$ cat src/rtl/vertex_normal_accumulator_macros.svh
// assertion macros for the vertex normal accumulator
// used by the rtl files that carry concurrent checks
`ifndef VERTEX_NORMAL_ACCUMULATOR_MACROS_SVH
`define VERTEX_NORMAL_ACCUMULATOR_MACROS_SVH
`ifndef ASSERT_OFF
`define VNA_ASSERT(name, clk, rst, prop) \
  name: assert property (@(posedge clk) disable iff (rst) prop) \
    else $error("assertion failed");
`define VNA_ASSERT_NEXT(name, clk, rst, pre, post) \
  name: assert property (@(posedge clk) disable iff (rst) (pre) |=> (post)) \
    else $error("assertion failed");
`else
`define VNA_ASSERT(name, clk, rst, prop)
`define VNA_ASSERT_NEXT(name, clk, rst, pre, post)
`endif
`endif

$ cat src/rtl/vna_ram.sv
// generic single write port ram with registered read
// no dependencies
module vna_ram #(
  parameter int WIDTH = 8,
  parameter int DEPTH = 16,
  parameter int AW    = $clog2(DEPTH)
) (
  input  logic             clk,
  input  logic             we,
  input  logic [AW-1:0]    waddr,
  input  logic [WIDTH-1:0] wdata,
  input  logic [AW-1:0]    raddr,
  output logic [WIDTH-1:0] rdata
);

  logic [WIDTH-1:0] mem [DEPTH];

  always_ff @(posedge clk) begin
    if (we) begin
      mem[waddr] <= wdata;
    end
    rdata <= mem[raddr];
  end

endmodule

$ cat config.mk
export PLATFORM = sky130hd
export DESIGN_NAME = vna_ram
export DESIGN_NICKNAME = d
export VERILOG_FILES = /design/src/rtl/vertex_normal_accumulator_macros.svh /design/src/rtl/vna_ram.sv
export SDC_FILE = /design/constraint.sdc
export NUM_CORES = 1
export LEC_CHECK = 0
export BUFFER_PORTS_ARGS = -buffer_cell sky130_fd_sc_hd__buf_4
export CAP_MARGIN = 10
export CORE_MARGIN = 1
export CORE_UTILIZATION = 45
export DETAILED_ROUTE_END_ITERATION = 12
export MAX_ROUTING_LAYER = met4
export PLACE_DENSITY_LB_ADDON = 0.12
export SYNTH_ARGS = -nofsm -noshare
export SYNTH_HDL_FRONTEND = slang
export SYNTH_SLANG_ARGS = --single-unit
$ cat constraint.sdc
create_clock -name clk -period 3.25 [get_ports clk]
set_input_delay 0.975 -clock clk [delete_from_list [all_inputs] [get_ports clk]]
set_output_delay 0.975 -clock clk [all_outputs]
set_load 0.05 [all_outputs]
Word level (Yosys, flattened, before mapping)
Memory sizes are Yosys's and may differ from the RTL's. A register that Yosys moved wholly into a read port is not among the register bits.
Cells that the tools add are included.
Widths: inputs -> output; s select.
Storage, ports and cells
  bits in registers: 0
  RAM bits: 128
  bits of input ports: 18
  output and inout bits: 8
  logic and storage cells: 3
  memories: 1
Memory list
  mem: depth 16, bits a word 8, rd ports 1, clocked after Yosys merged registers in 1, wr ports 1, line vna_ram.sv:16  | logic [WIDTH-1:0] mem [DEPTH];
Cells by class
  mux-type cells: 2
Operators by type and width (count)
  $mux 1: 2

Longest topological paths before layout
  depth after elaboration: 2
  depth in mapped cells: 5
  gate-level depth less buffers: 3

Least setup slack after synthesis
No wires, ideal clock.
  kind: input -> register
  start: input port waddr[2]
  end: memory mem[0][0] (enable)
  setup time: 383 ps
  arrival: 2085 ps
  required time: 2867 ps
  setup slack: 782 ps
  cell stages on the path: 2
  buffers on the path: 0
  cells stage by stage: or3b_2 > nor3_1
RTL lines
  start: declaration: line vna_ram.sv:10  | input logic [AW-1:0] waddr,
  end: declaration: line vna_ram.sv:16
No word-level cell before the write port.

==> flow_summary.yaml <==
timing:
  hold_ws_ns: 0.6733
  worst-slew-pin-transition_ns: 0.6804
  fin_setup_tns_ns: 0
  maxClockFrequency_ghz: 0.4749
  max-slew-margin-rel: 0.5447
  timing.final.setup_violations: 0
  maxSlewViolCount: 0
  grt_setup_unrepaired: "false"
  hold_viol: 0
  skew_ns: 0.008821
  final.min_clock_period_ns: 2.106
  fin_crit_sh: 0.6479
  fin_ws_ns: 1.144
floorplan:
  number_of_top_level_pins: 26
  die_area_mm2: 0.01187
  start_util: 0.4687
  die_y_um: 109.0
  die_width_um: 109.0
  design.core.area_mm2: 0.01098
  rows: 38
worst_setup_path:
  r2r-end: "rdata[0]"
  worst_ep_arrival_time_ns: 2.40
  rr_startpoint: "mem[10][0]"
  worstSetupEndpointType: "register"
  critical_path.max_stage_delay_ns: 0.56
  worst_r2r_path_depth: 3
  startpoint_type: "primary input"
  crit_path_frequent_cell: "buf_4"
  crit_slowest_cell: "mux4_1"
  ff2ff_setup_slack_ns: 1.92
  worstSetupPathType: "in2reg"
  path_cells: "buf_4, buf_4, mux4_1, a22oi_1, nand2_1"
  cp.required_ns: 3.55
  cp_max_fo: 14
pwr:
  share_seq_of_total_power: 0.475
  internal_power_w: 0.003320
  netSwitchingFraction: 0.2020
  cellLeakagePower_nw: 2.112
  clkPwrFrac: 0.471
  p_switching_w: 0.0008405
  maximum_vdd_drop_mv: 0.3703
  combinational_cell_fraction_of_total_power: 0.055
  power_density_mw_per_mm2: 672.4
route:
  vias_per_cell: 5.628
  antenna_violating_nets_post_route: 0
  num_vias: 2448
  initialDrtViolationCount: 118
  post_drt_wl_per_cell_um: 22.82
  firstDrtPassIters: 4
  drt-total-wl_um: 9925
  post-route-drc-count: 0
cts:
  post-cts-setup-buffers: 0
  h-tree-depth: 4
  post_cts_hold_buffer_count: 0
  clock-root-buffer: "clkbuf_16"
  clockBufferDepth: 2
  tritoncts_num_sinks: 136
  cts.clk_slew.worst_paths_ns: 0.05
  worst_skew_pair.late_latency_ns: 0.42
  clock_tree_from_tritoncts: "yes"
  numCtsBuffers: 17
  ctsResizeCount: 0
layout:
  inserted_diodes: 0
  layout_common_cells: "edfxtp_1 (128), buf_4 (43), mux4_2 (18), clkbuf_16 (17), a22oi_1 (16)"
  post_route_cells_drive_above_1_share: 0.3186
  final_util: 0.5635
  area.growth.synth_to_final_pct: 20.22
  final_nets: 300
  layout_commonest_cell: "edfxtp_1"
global_routing:
  grt_antenna_before_repair: 0
  first_global_vias: 2513
  largest_net_degree_at_the_start_of_global_routing: 33
  overflow: 0
  grt_first_pass_wirelength_um: 14950
  grt_usage: 0.1964
worst_hold_path:
  min_delay_path_depth: 3
  min_delay_src: "mem[5][1]"
  timing.hold.worst.class: "reg2reg"
  whs_endpoint: "rdata[1]"
logic_synthesis:
  count_of_mapped_cells_out_of_synthesis: 229
  synthesis_warnings: 0
  synthDistinctLibCells: 19
  mappedNetlistNets: 247
  syn_area_per_cell_um2: 22.48
  register_bit_count_reported_by_yosys: 136
  synthesis.area_mm2: 0.005147
  synth-seq-area-share: 0.7778
placed_design:
  dpl.hpwl_um: 6013
  port_buffers: 25
  gp_routability_congestion: 0.7190
  dp_worst_setup_slack_ns: 0.6847
run:
  maxcap_violations: 0
run_status:
  outcome: "complete, no violations"
-- worst max-delay path by stage --
stage	start	endpoint	slack, ns	depth (start not counted)
CTS	raddr[0]	rdata[2]	1.12	5
floorplan	waddr[2]	mem[0][0]	0.78	2
global route	raddr[0]	rdata[2]	1.05	5
detailed placement	raddr[0]	rdata[2]	0.68	5
finish	raddr[0]	rdata[2]	1.14	5
global placement	raddr[0]	rdata[2]	0.69	5
-- layout make-up --
class	instances	area, um^2
clock inverters	15	183.9
multi-input cells	83	1057
flip-flops and latches	136	4004
well taps	140	175.2
repair buffers	44	342.8
fillers	824	4795
clock buffers	17	425.4
-- through the flow --
stage,total power [W],area (um^2),cells
floorplan,0.002146,5147,229
global placement,0.002239,5579,403
detailed placement,0.002242,5579,403
CTS,0.004196,6188,435
global route,0.004282,6188,435
finish,0.004161,6188,435
-- power groups by stage --
stage          sequential, W  clock [W]  combinational (W)
5_1_grt              0.00198    0.00206           0.000244
6_report             0.00197    0.00196           0.000228
3_3_place_gp         0.00201          0           0.000230
4_1_cts              0.00197    0.00199           0.000232
3_5_place_dp         0.00201          0           0.000232
2_1_floorplan        0.00205          0          0.0000995
-- cells by family (layout without fill, tap and decap cells) --
group | count (synthesis) | count (layout) | synth area share
flip-flops | 136 | 136 | 0.7778
buffers and inverters | 10 | 76 | 0.01677
multiplexers | 32 | 32 | 0.1502
AND/OR/NAND/NOR | 35 | 35 | 0.03184
AO/OA/AOI/OAI | 16 | 16 | 0.02334
-- per-layer routing --
layer  track usage  part of all wire  wire (um)  up-vias
met5             -                 0          0        -
met4       0.06950             0.012        116        0
met3       0.06635             0.054        534       11
met2        0.2907              0.50       4959       76
met1        0.2543              0.43       4314     1280
li1              -                 -          -     1081
-- flip-flops by register name, summed over array words and instances (netlist names) --
signal  cells
rdata       8
mem       128
-- cells in the mapped netlist, drive strengths merged --
cell type      instances  area (um^2)
clkdlybuf4s25          3        30.03
a22oi                 16        120.1
nand3b                 2        15.01
dfxtp                  8        160.2
nor2                  13        48.80
nand2                  9        33.78
buf                    7        56.30
or3b                   1        8.760
and2b                  1        7.510
nor2b                  1        6.260
nand2b                 2        12.51
mux4                  32        773.2
and2                   1        6.260
nor3                   4        20.02
nand3                  1        5.000
edfxtp               128         3844
-- critical path, delay by kind of cell --
kind	cells	cell delay, ns
buffers and inverters	2	0.52
AND/OR/NAND/NOR	1	0.08
multiplexers	1	0.56
AO/OA/AOI/OAI	1	0.26
Note: power is estimated with default switching activity, not from simulation.
