File: config.mk
export PLATFORM = sky130hd
export DESIGN_NAME = vna_norm
export DESIGN_NICKNAME = d
export VERILOG_FILES = /design/src/rtl/vertex_normal_accumulator_macros.svh /design/src/rtl/vna_pkg.sv /design/src/rtl/vna_norm.sv
export SDC_FILE = /design/constraint.sdc
export NUM_CORES = 2
export LEC_CHECK = 0
export BUFFER_PORTS_ARGS = -buffer_cell sky130_fd_sc_hd__buf_2
export CAP_MARGIN = 20
export CELL_PAD_IN_SITES_DETAIL_PLACEMENT = 0
export CELL_PAD_IN_SITES_GLOBAL_PLACEMENT = 1
export CORE_MARGIN = 1
export CORE_UTILIZATION = 50
export CTS_CLUSTER_DIAMETER = 150
export DETAILED_ROUTE_END_ITERATION = 12
export GPL_TIMING_DRIVEN = 0
export PLACE_DENSITY_LB_ADDON = 0.1
export SYNTH_ARGS = -nofsm -noshare
export SYNTH_HDL_FRONTEND = slang
export SYNTH_SLANG_ARGS = --single-unit
File: constraint.sdc
create_clock -name clk -period 11.7 [get_ports clk]
set_clock_uncertainty 0.1 [all_clocks]
set_input_delay 1.17 -clock clk [delete_from_list [all_inputs] [get_ports clk]]
set_output_delay 1.17 -clock clk [all_outputs]
set_load 0.01 [all_outputs]
File: src/rtl/vertex_normal_accumulator_macros.svh
// assertion macros for the vertex normal accumulator
// used by the rtl files that carry concurrent checks
`ifndef VERTEX_NORMAL_ACCUMULATOR_MACROS_SVH
`define VERTEX_NORMAL_ACCUMULATOR_MACROS_SVH
`ifndef ASSERT_OFF
`define VNA_ASSERT(name, clk, rst, prop) \
  name: assert property (@(posedge clk) disable iff (rst) prop) \
    else $error("assertion failed");
`define VNA_ASSERT_NEXT(name, clk, rst, pre, post) \
  name: assert property (@(posedge clk) disable iff (rst) (pre) |=> (post)) \
    else $error("assertion failed");
`else
`define VNA_ASSERT(name, clk, rst, prop)
`define VNA_ASSERT_NEXT(name, clk, rst, pre, post)
`endif
`endif

File: src/rtl/vna_pkg.sv
// shared constants, types and helpers for the vertex normal accumulator
// no dependencies
package vna_pkg;

  localparam int MAX_VERTICES = 4096;
  localparam int IDX_W        = $clog2(MAX_VERTICES);
  localparam int COUNT_W      = 13;
  localparam int POS_W        = 32;
  localparam int NRM_W        = 16;
  localparam int SUM_W        = 24;
  localparam int VEC_W        = 65;
  localparam int MAG_W        = 64;
  localparam int PADDR_W      = 3;
  localparam int PDATA_W      = 32;

  localparam logic [1:0] REQ_WRITE = 2'd0;
  localparam logic [1:0] REQ_TRI   = 2'd1;
  localparam logic [1:0] REQ_READ  = 2'd2;

  localparam logic [PADDR_W-1:0] ADDR_VERTEX_COUNT = '0;
  localparam logic [COUNT_W-1:0] VERTEX_COUNT_RESET = COUNT_W'(MAX_VERTICES);

  typedef logic [IDX_W-1:0]        idx_t;
  typedef logic signed [POS_W-1:0] pos_t;
  typedef logic signed [NRM_W-1:0] nrm_t;
  typedef logic signed [SUM_W-1:0] sum_t;
  typedef logic signed [VEC_W-1:0] vec_t;

  // saturating add of a unit component onto a running sum
  function automatic sum_t sat_sum(input sum_t s, input nrm_t u);
    logic signed [SUM_W:0] t;
    t = {s[SUM_W-1], s} + {{(SUM_W-NRM_W+1){u[NRM_W-1]}}, u};
    if (t[SUM_W] != t[SUM_W-1]) begin
      return t[SUM_W] ? {1'b1, {(SUM_W-1){1'b0}}} : {1'b0, {(SUM_W-1){1'b1}}};
    end
    return t[SUM_W-1:0];
  endfunction

endpackage

File: src/rtl/vna_norm.sv
// iterative normaliser: scale, sum of squares, bitwise square root,
// then restoring division per component; depends on vna_pkg
module vna_norm (
  input  logic          clk,
  input  logic          rst,
  input  logic          start,
  input  vna_pkg::vec_t vin [3],
  output logic          done,
  output vna_pkg::nrm_t vout [3]
);

  localparam int SQ_W      = 50;
  localparam int RT_W      = 51;
  localparam int LEN_W     = 25;
  localparam int NUM_W     = 40;
  localparam int Q_W       = 17;
  localparam logic [4:0] DIV_STEPS = 5'd17;

  typedef enum logic [5:0] {
    N_IDLE  = 6'b000001,
    N_SCALE = 6'b000010,
    N_SQ    = 6'b000100,
    N_SQRT  = 6'b001000,
    N_DIV   = 6'b010000,
    N_DONE  = 6'b100000
  } nstate_t;

  nstate_t                   state;
  logic                      neg [3];
  logic [vna_pkg::MAG_W-1:0] mag [3];
  logic [vna_pkg::MAG_W-1:0] vabs [3];
  logic [vna_pkg::MAG_W-1:0] orv;
  logic [1:0]                cnt;
  logic [1:0]                sq_idx;
  logic [47:0]               sq_p;
  logic [SQ_W-1:0]           sq;
  logic [SQ_W-1:0]           sq_n;
  logic [RT_W-1:0]           root;
  logic [RT_W-1:0]           root_next;
  logic [RT_W-1:0]           bitv;
  logic [RT_W:0]             t_root;
  logic                      rt_ge;
  logic [LEN_W-1:0]          len;
  logic [1:0]                ci;
  logic [4:0]                dcnt;
  logic [LEN_W-1:0]          drem;
  logic [Q_W-1:0]            dlow;
  logic [Q_W-1:0]            dq;
  logic [Q_W-1:0]            q_next;
  logic [NUM_W-1:0]          numer;
  logic [LEN_W:0]            div_t;
  logic [LEN_W:0]            div_r;
  logic                      div_ge;
  vna_pkg::nrm_t             q_sat;

  always_comb begin
    for (int i = 0; i < 3; i++) begin
      vabs[i] = vin[i][vna_pkg::VEC_W-1] ? vna_pkg::MAG_W'(-vin[i])
                                         : vna_pkg::MAG_W'(vin[i]);
    end
    orv       = mag[0] | mag[1] | mag[2];
    sq_idx    = (cnt == 2'd3) ? 2'd0 : cnt;
    t_root    = {1'b0, root} + {1'b0, bitv};
    rt_ge     = {2'b00, sq_n} >= t_root;
    root_next = rt_ge ? (root >> 1) + bitv : root >> 1;
    numer     = {1'b0, mag[ci][23:0], 15'd0} + {16'd0, len[LEN_W-1:1]};
    div_t     = {drem, dlow[Q_W-1]};
    div_ge    = div_t >= {1'b0, len};
    div_r     = div_ge ? div_t - {1'b0, len} : div_t;
    q_next    = {dq[Q_W-2:0], div_ge};
    if (neg[ci]) begin
      q_sat = (q_next >= 17'd32768) ? 16'sh8000 : -$signed(q_next[15:0]);
    end else begin
      q_sat = (q_next > 17'd32767) ? 16'sh7fff : $signed(q_next[15:0]);
    end
  end

  always_ff @(posedge clk) begin
    if (rst) begin
      state <= N_IDLE;
    end else begin
      case (state)
        N_IDLE: begin
          if (start) begin
            for (int i = 0; i < 3; i++) begin
              mag[i] <= vabs[i];
              neg[i] <= vin[i][vna_pkg::VEC_W-1];
            end
            state <= N_SCALE;
          end
        end
        N_SCALE: begin
          if (orv == '0) begin
            for (int i = 0; i < 3; i++) vout[i] <= '0;
            state <= N_DONE;
          end else if (|orv[63:32]) begin
            for (int i = 0; i < 3; i++) mag[i] <= mag[i] >> 8;
          end else if (|orv[31:24]) begin
            for (int i = 0; i < 3; i++) mag[i] <= mag[i] >> 1;
          end else if (orv[23:15] == '0) begin
            for (int i = 0; i < 3; i++) mag[i] <= mag[i] << 8;
          end else if (!orv[23]) begin
            for (int i = 0; i < 3; i++) mag[i] <= mag[i] << 1;
          end else begin
            cnt   <= 2'd0;
            state <= N_SQ;
          end
        end
        N_SQ: begin
          sq_p <= mag[sq_idx][23:0] * mag[sq_idx][23:0];
          sq   <= (cnt == 2'd0) ? '0 : sq + {2'b00, sq_p};
          cnt  <= cnt + 2'd1;
          if (cnt == 2'd3) begin
            sq_n  <= sq + {2'b00, sq_p};
            root  <= '0;
            bitv  <= {1'b1, {(RT_W-1){1'b0}}};
            state <= N_SQRT;
          end
        end
        N_SQRT: begin
          if (rt_ge) begin
            sq_n <= sq_n - t_root[SQ_W-1:0];
          end
          root <= root_next;
          bitv <= bitv >> 2;
          if (bitv[0]) begin
            len   <= root_next[LEN_W-1:0];
            ci    <= 2'd0;
            dcnt  <= '0;
            state <= N_DIV;
          end
        end
        N_DIV: begin
          if (dcnt == '0) begin
            drem <= {2'b00, numer[NUM_W-1:Q_W]};
            dlow <= numer[Q_W-1:0];
            dq   <= '0;
            dcnt <= 5'd1;
          end else begin
            drem <= div_r[LEN_W-1:0];
            dlow <= dlow << 1;
            dq   <= q_next;
            if (dcnt == DIV_STEPS) begin
              vout[ci] <= q_sat;
              dcnt     <= '0;
              if (ci == 2'd2) begin
                state <= N_DONE;
              end else begin
                ci <= ci + 2'd1;
              end
            end else begin
              dcnt <= dcnt + 5'd1;
            end
          end
        end
        N_DONE: begin
          state <= N_IDLE;
        end
        default: begin
          state <= N_IDLE;
        end
      endcase
    end
  end

  assign done = (state == N_DONE);

endmodule

After elaboration in Yosys (flattened, before gate mapping):

Memory sizes are Yosys's and may differ from the RTL's. A register that Yosys moved wholly into a read port is not among the register bits.
Index checks and enable logic that the tools add are counted.

* register bits: 396
* latch bits: 0
* RAM bits: 195
* ROM bits: 0
* input port bits: 198
* output and inout port bits: 49
* word-level logic and storage cells: 200
* memories kept: 2

* add/subtract/negate cells: 13
* $mul: 1
* div/mod/pow operators: 0
* order comparisons: 6
* eq/ne operators: 27
* shift-type cells: 0
* muxes and demuxes: 96
* bitwise logic cells: 16
* reduce and logical (&&, ||, !) cells: 21

Memory list
* mag: words 3, bits a word 64, read ports 5, clocked after memory_dff 1, write ports 3, line vna_norm.sv:30 `logic [vna_pkg::MAG_W-1:0] mag [3];`
* neg: words 3, bits a word 1, read ports 1, clocked after memory_dff 1, write ports 3, line vna_norm.sv:29 `logic neg [3];`

Operators with widths (number)
* 64-bit 2-to-1 mux: 15
* 51-bit one-hot mux with 2 select lines: 2
* 64-bit negation: 3
* 51-bit 2-to-1 mux: 3
* 48-bit 2-to-1 mux: 3
* 64-bit bitwise OR: 2
* 50-bit 2-to-1 mux: 2
* 50-bit one-hot mux with 2 select lines: 1
* 48-bit one-hot mux with 2 select lines: 1
* 6-bit 2-to-1 mux: 11
* 64-bit logical NOT: 1
* 16-bit 2-to-1 mux: 4
* 51-bit by 51-bit adder with 52-bit output: 1
* 50-bit by 52-bit greater-or-equal comparator with 1-bit output: 1
* 50-bit by 51-bit adder with 51-bit output: 1
* 50-bit by 48-bit adder with 50-bit output: 1
* 50-bit subtractor: 1
* 48-bit bitwise mux: 1
* 24-bit by 24-bit multiplier with 48-bit output: 1
* 39-bit by 24-bit adder with 40-bit output: 1
* 16-bit demux with 2-bit select: 1
* 32-bit OR reduction: 1
* 1-bit 2-to-1 mux: 30
* 6-bit one-hot mux with 5 select lines: 1
* other kinds (42): 91

Longest topological paths before layout:

An unclocked memory read counts as a cell.

* word-level depth: 13
* mapped depth: 34
* gate-level depth less buffers: 31

Least setup slack after synthesis:

Ideal clock, no wire load.

* path kind: input port to flip-flop
* start point: input port rst
* end point: register sq_n[0] (enable)
* library setup time: 0.534 ns
* arrival: 9.009 ns
* required time: 11.066 ns
* path slack: 2.057 ns
* cell stages on the path: 3
* path buffers: 1
* path through: clkbuf_1 a21oi_1 a21boi_0

* longest elaborated chain between the ends: 2

Ends and longest elaborated chain
* from (decl): line vna_norm.sv:5 `input logic rst,`
* 1-bit NOT (no source line)
* 4-bit AND reduction (no source line)
* to (signal assigned): line vna_norm.sv:114 `sq_n <= sq + {2'b00, sq_p};`
* to (signal assigned): line vna_norm.sv:122 `sq_n <= sq_n - t_root[SQ_W-1:0];`
* to (decl): line vna_norm.sv:37 `logic [SQ_W-1:0] sq_n;`

No other way between the ends.
A chain may end at the register's enable or synchronous reset.

Worst setup path after layout:

* start point: register cnt[1]
* end point: register sq_p[46], data pin

* longest elaborated chain between the ends: 4

Ends and longest elaborated chain
* from (decl): line vna_norm.sv:33 `logic [1:0] cnt;`
* from (signal assigned): line vna_norm.sv:112 `cnt <= cnt + 2'd1;`
* 2-bit equality test: line vna_norm.sv:62 `sq_idx = (cnt == 2'd3) ? 2'd0 : cnt;`
* 2-bit 2-to-1 mux *: line vna_norm.sv:62
* memory 3 x 64 bit *
* 24-bit by 24-bit multiplier with 48-bit output *: line vna_norm.sv:110 `sq_p <= mag[sq_idx][23:0] * mag[sq_idx][23:0];`
* to (signal assigned): line vna_norm.sv:110
* to (decl): line vna_norm.sv:35 `logic [47:0] sq_p;`

Every way passes the cells marked *; elsewhere a longest branch is shown, timed or not.

==> run_results.csv <==
group,metric,value,unit
outcome,status,"completed",
cts,clkSlewWorstSetupHoldPaths,60,ps
grt,grt_start_max_net_pins,64,
timing,finalCriticalPeriod,11110,ps
die,fp.dieH,339,um
logic_synthesis,synth_fp_nets,7205,
placement,pre_cts_slack,357,ps
grt,grt-ovfl-total,0,
cts,cts_sinks,567,
logic_synthesis,async_reset_ff_frac,0,
logic_synthesis,yosys_warnings,0,
logic_synthesis,synth_area,0.0567,mm2
critical_path,max_stage_delay,690,ps
hold_path,hold_class,"reg2reg",
logic_synthesis,synth_top_area_cell,"edfxtp_1",
timing,rsz0062_at_grt,"false",
logic_synthesis,synth.avg_cell_area,9.14,um2
critical_path,rrSetupSlack,590,ps
die,dieArea,0.115,mm2
placement,dp_hpwl,145,mm
critical_path,crit_top_cell,"fa_1",
flow_run,maxCapViolations,0,
critical_path,r2r_end,"sq_p[46]$_DFFE_PP_",
critical_path,critPathMaxFanout,10,
die,initial_utilization,0.504,
timing,worstMarginPinSlew,1230,ps
route,finalWirelength,183,mm
timing,fin_crit_sh,0.949,
power,ir_worst_vdd,1010,uV
logic_synthesis,yosys-top-cells-count,"685 x inv_1, 639 x nor2_1, 566 x nand2_1",
critical_path,critPathArrivalTime,11410,ps
placement,port-buffer-count,246,
die,die_w,339,um
route,ant_nets,0,
logic_synthesis,synthCells,6205,
route,drt_first_iter_violations,4438,
cts,clk_latency,670,ps
cts,cts_tree,"yes",
route,drc,0,
critical_path,end_kind,"flop",
cts,htreeDepth,3,
cells_and_area,drive_above_1_share,0.0705,
cts,postCtsHoldBufs,0,
placement,gp_congestion,0.991,
route,via_count,48300,
cells_and_area,postLayoutCoreUtil,0.557,
grt,grt_pass1_vias,46900,
logic_synthesis,synth-main-ff-cell,"edfxtp_1",
critical_path,reg2reg_depth,32,
grt,grt_pass1_wl,280,mm
logic_synthesis,synth-seq-cells,567,
cells_and_area,areaGrowthSynthToFinish,10.5,%
die,io_pins,247,
hold_path,worst_hold_path.num_cells,2,
cells_and_area,layout.nets,7555,
timing,setup_slack,591,ps
cells_and_area,fill_cells,10400,
critical_path,cp.required,12000,ps
timing,maxSlewHeadroom,0.177,
cts,tritoncts.num_buffers,71,
power,p_per_area,321,mW/mm2
route,wl_per_cell,22.5,um
die,coreArea,0.112,mm2
power,power.static_leakage,26.0,nW
critical_path,r2r_start,"cnt[1]$_SDFFCE_PN0P_",
cts,clockRootBuffer,"clkbuf_16",
logic_synthesis,ys_seq_area_frac,0.299,
hold_path,hold_end,"dlow[5]$_DFFE_PP_",
critical_path,slowest_stage,"clkbuf_1",
hold_path,hp-start,"dlow[4]$_DFFE_PP_",
route,drtPass1Iterations,6,
timing,finalSetupViolCount,0,
logic_synthesis,netlist_top_cells_area,"edfxtp_1 30%, fa_1 15%, ha_1 8.1%, inv_1 4.5%, nor2_1 4.2%",
logic_synthesis,synth_cell_types,83,
cts,cts_buffer_depth,3,
timing,slew_violations,0,
critical_path,criticalPathCategory,"reg2reg",
logic_synthesis,synth_top_cell_area_share,0.296,
grt,antenna_found_initial,13,
die,fp-row-count,123,
route,via_per_inst,5.95,
timing,clock.fmax,90.0,MHz
grt,grt_usage,0.314,
timing,final_hold_viol_count,0,
critical_path,cp-start-kind,"flop",
logic_synthesis,synth_edf_count,559,
logic_synthesis,synthMostInstantiatedCell,"inv_1",
worst max-delay path, delay by kind of cell (launching register included):
family | cells | cell delay, ps
compound gates | 9 | 2930
xor+xnor | 1 | 90
fa+ha+maj | 9 | 4090
buf+inv | 10 | 2360
flops | 1 | 430
mux | 1 | 220
simple gates | 2 | 600
how the worst max path moves through the flow:
stage / from / endpoint / depth (start not counted)
floorplan: rst / sq_n[0]$_DFFE_PP_ / 3
global placement: state[1]$_SDFFE_PP0P_ / sq_n[12]$_DFFE_PP_ / 6
detailed placement: cnt[1]$_SDFFCE_PN0P_ / sq_p[46]$_DFFE_PP_ / 32
CTS: cnt[1]$_SDFFCE_PN0P_ / sq_p[46]$_DFFE_PP_ / 32
global route: cnt[1]$_SDFFCE_PN0P_ / sq_p[46]$_DFFE_PP_ / 32
finish: cnt[1]$_SDFFCE_PN0P_ / sq_p[46]$_DFFE_PP_ / 32
power by group:
group          switching [W]  internal (W)
combinational        0.00885       0.00594
clock               0.000945       0.00128
sequential         0.0000790       0.00303
total                0.00988        0.0102
per-stage QoR:
step           instances  hold slack (ps)  TNS [ps]  total power [W]  cell area [um2]
2_1_floorplan       6205              391         0           0.0138            56700
3_3_place_gp        7951              399   -176220           0.0177            59800
3_5_place_dp        7979              409         0           0.0177            60300
4_1_cts             8107              424         0           0.0201            62700
5_1_grt             8111              453         0           0.0221            62700
6_report            8113              422         0           0.0201            62700
state kept, by name, indices dropped and copies added, names as in the netlist, named ones only:
signal / count
bitv: 26
ci: 2
cnt: 2
dcnt: 5
dlow: 17
dq: 16
drem: 25
len: 25
mag: 192
neg: 3
root: 51
sq: 50
sq_n: 50
sq_p: 47
state: 6
vout: 48
timing repair:
item,CTS,global route
setup endpoints to repair,0,3
hold endpoints to repair,0,0
gates resized for setup,0,4
buffers inserted,0,0
cells in the final DEF (no fill, tap or decap), types with 18 or more instances in the layout:
cell / n
inv_1: 685
nor2_1: 636
nand2_1: 566
edfxtp_1: 559
fa_1: 434
a21oi_1: 390
ha_1: 368
o21ai_0: 310
a211oi_1: 276
xor2_1: 273
buf_2: 249
clkbuf_1: 247
xnor2_1: 164
a21o_1: 115
mux2i_1: 99
nand3_1: 88
nor3_1: 82
nor4_1: 74
clkbuf_16: 73
a31oi_1: 71
nor2b_1: 67
o31ai_1: 63
nand4_1: 61
or3_1: 53
o21bai_1: 43
o21a_1: 41
and2_1: 38
nand2b_1: 32
and3_1: 31
buf_1: 30
o41ai_1: 30
or2_2: 29
or4_1: 28
clkinv_1: 18
area by class of cell:
cell class | instances | area (um2) | area share
plain buffers | 267 | 1000 | 0.0160
repair buffers | 277 | 1710 | 0.0272
flip-flops and latches | 567 | 16900 | 0.270
well taps | 1500 | 1880 | 0.0299
clock inverters | 43 | 420 | 0.00671
multi-input cells | 4676 | 36200 | 0.578
diodes | 3 | 7.51 | 0.000120
clock buffers | 85 | 1890 | 0.0302
inverters | 695 | 2610 | 0.0417
cells by family (layout without fill, tap and decap cells):
logic type | after synthesis | in the layout | synth area share
simple gates | 1842 | 1842 | 0.149
compound gates | 1489 | 1489 | 0.167
buf+inv | 962 | 1367 | 0.0637
fa+ha+maj | 802 | 802 | 0.234
flops | 567 | 567 | 0.299
xor+xnor | 437 | 437 | 0.0675
mux | 106 | 106 | 0.0189
other cells | 0 | 3 | 0
layer usage:
metal,vias up,global-route usage,part of all wire
met2,1865,0.496,0.45
met3,302,0.0534,0.078
met4,18,0.0822,0.026
met5,-,0,0.00058
met1,23600,0.446,0.44
li1,22500,-,-
Power figures use the tool's default switching activity.
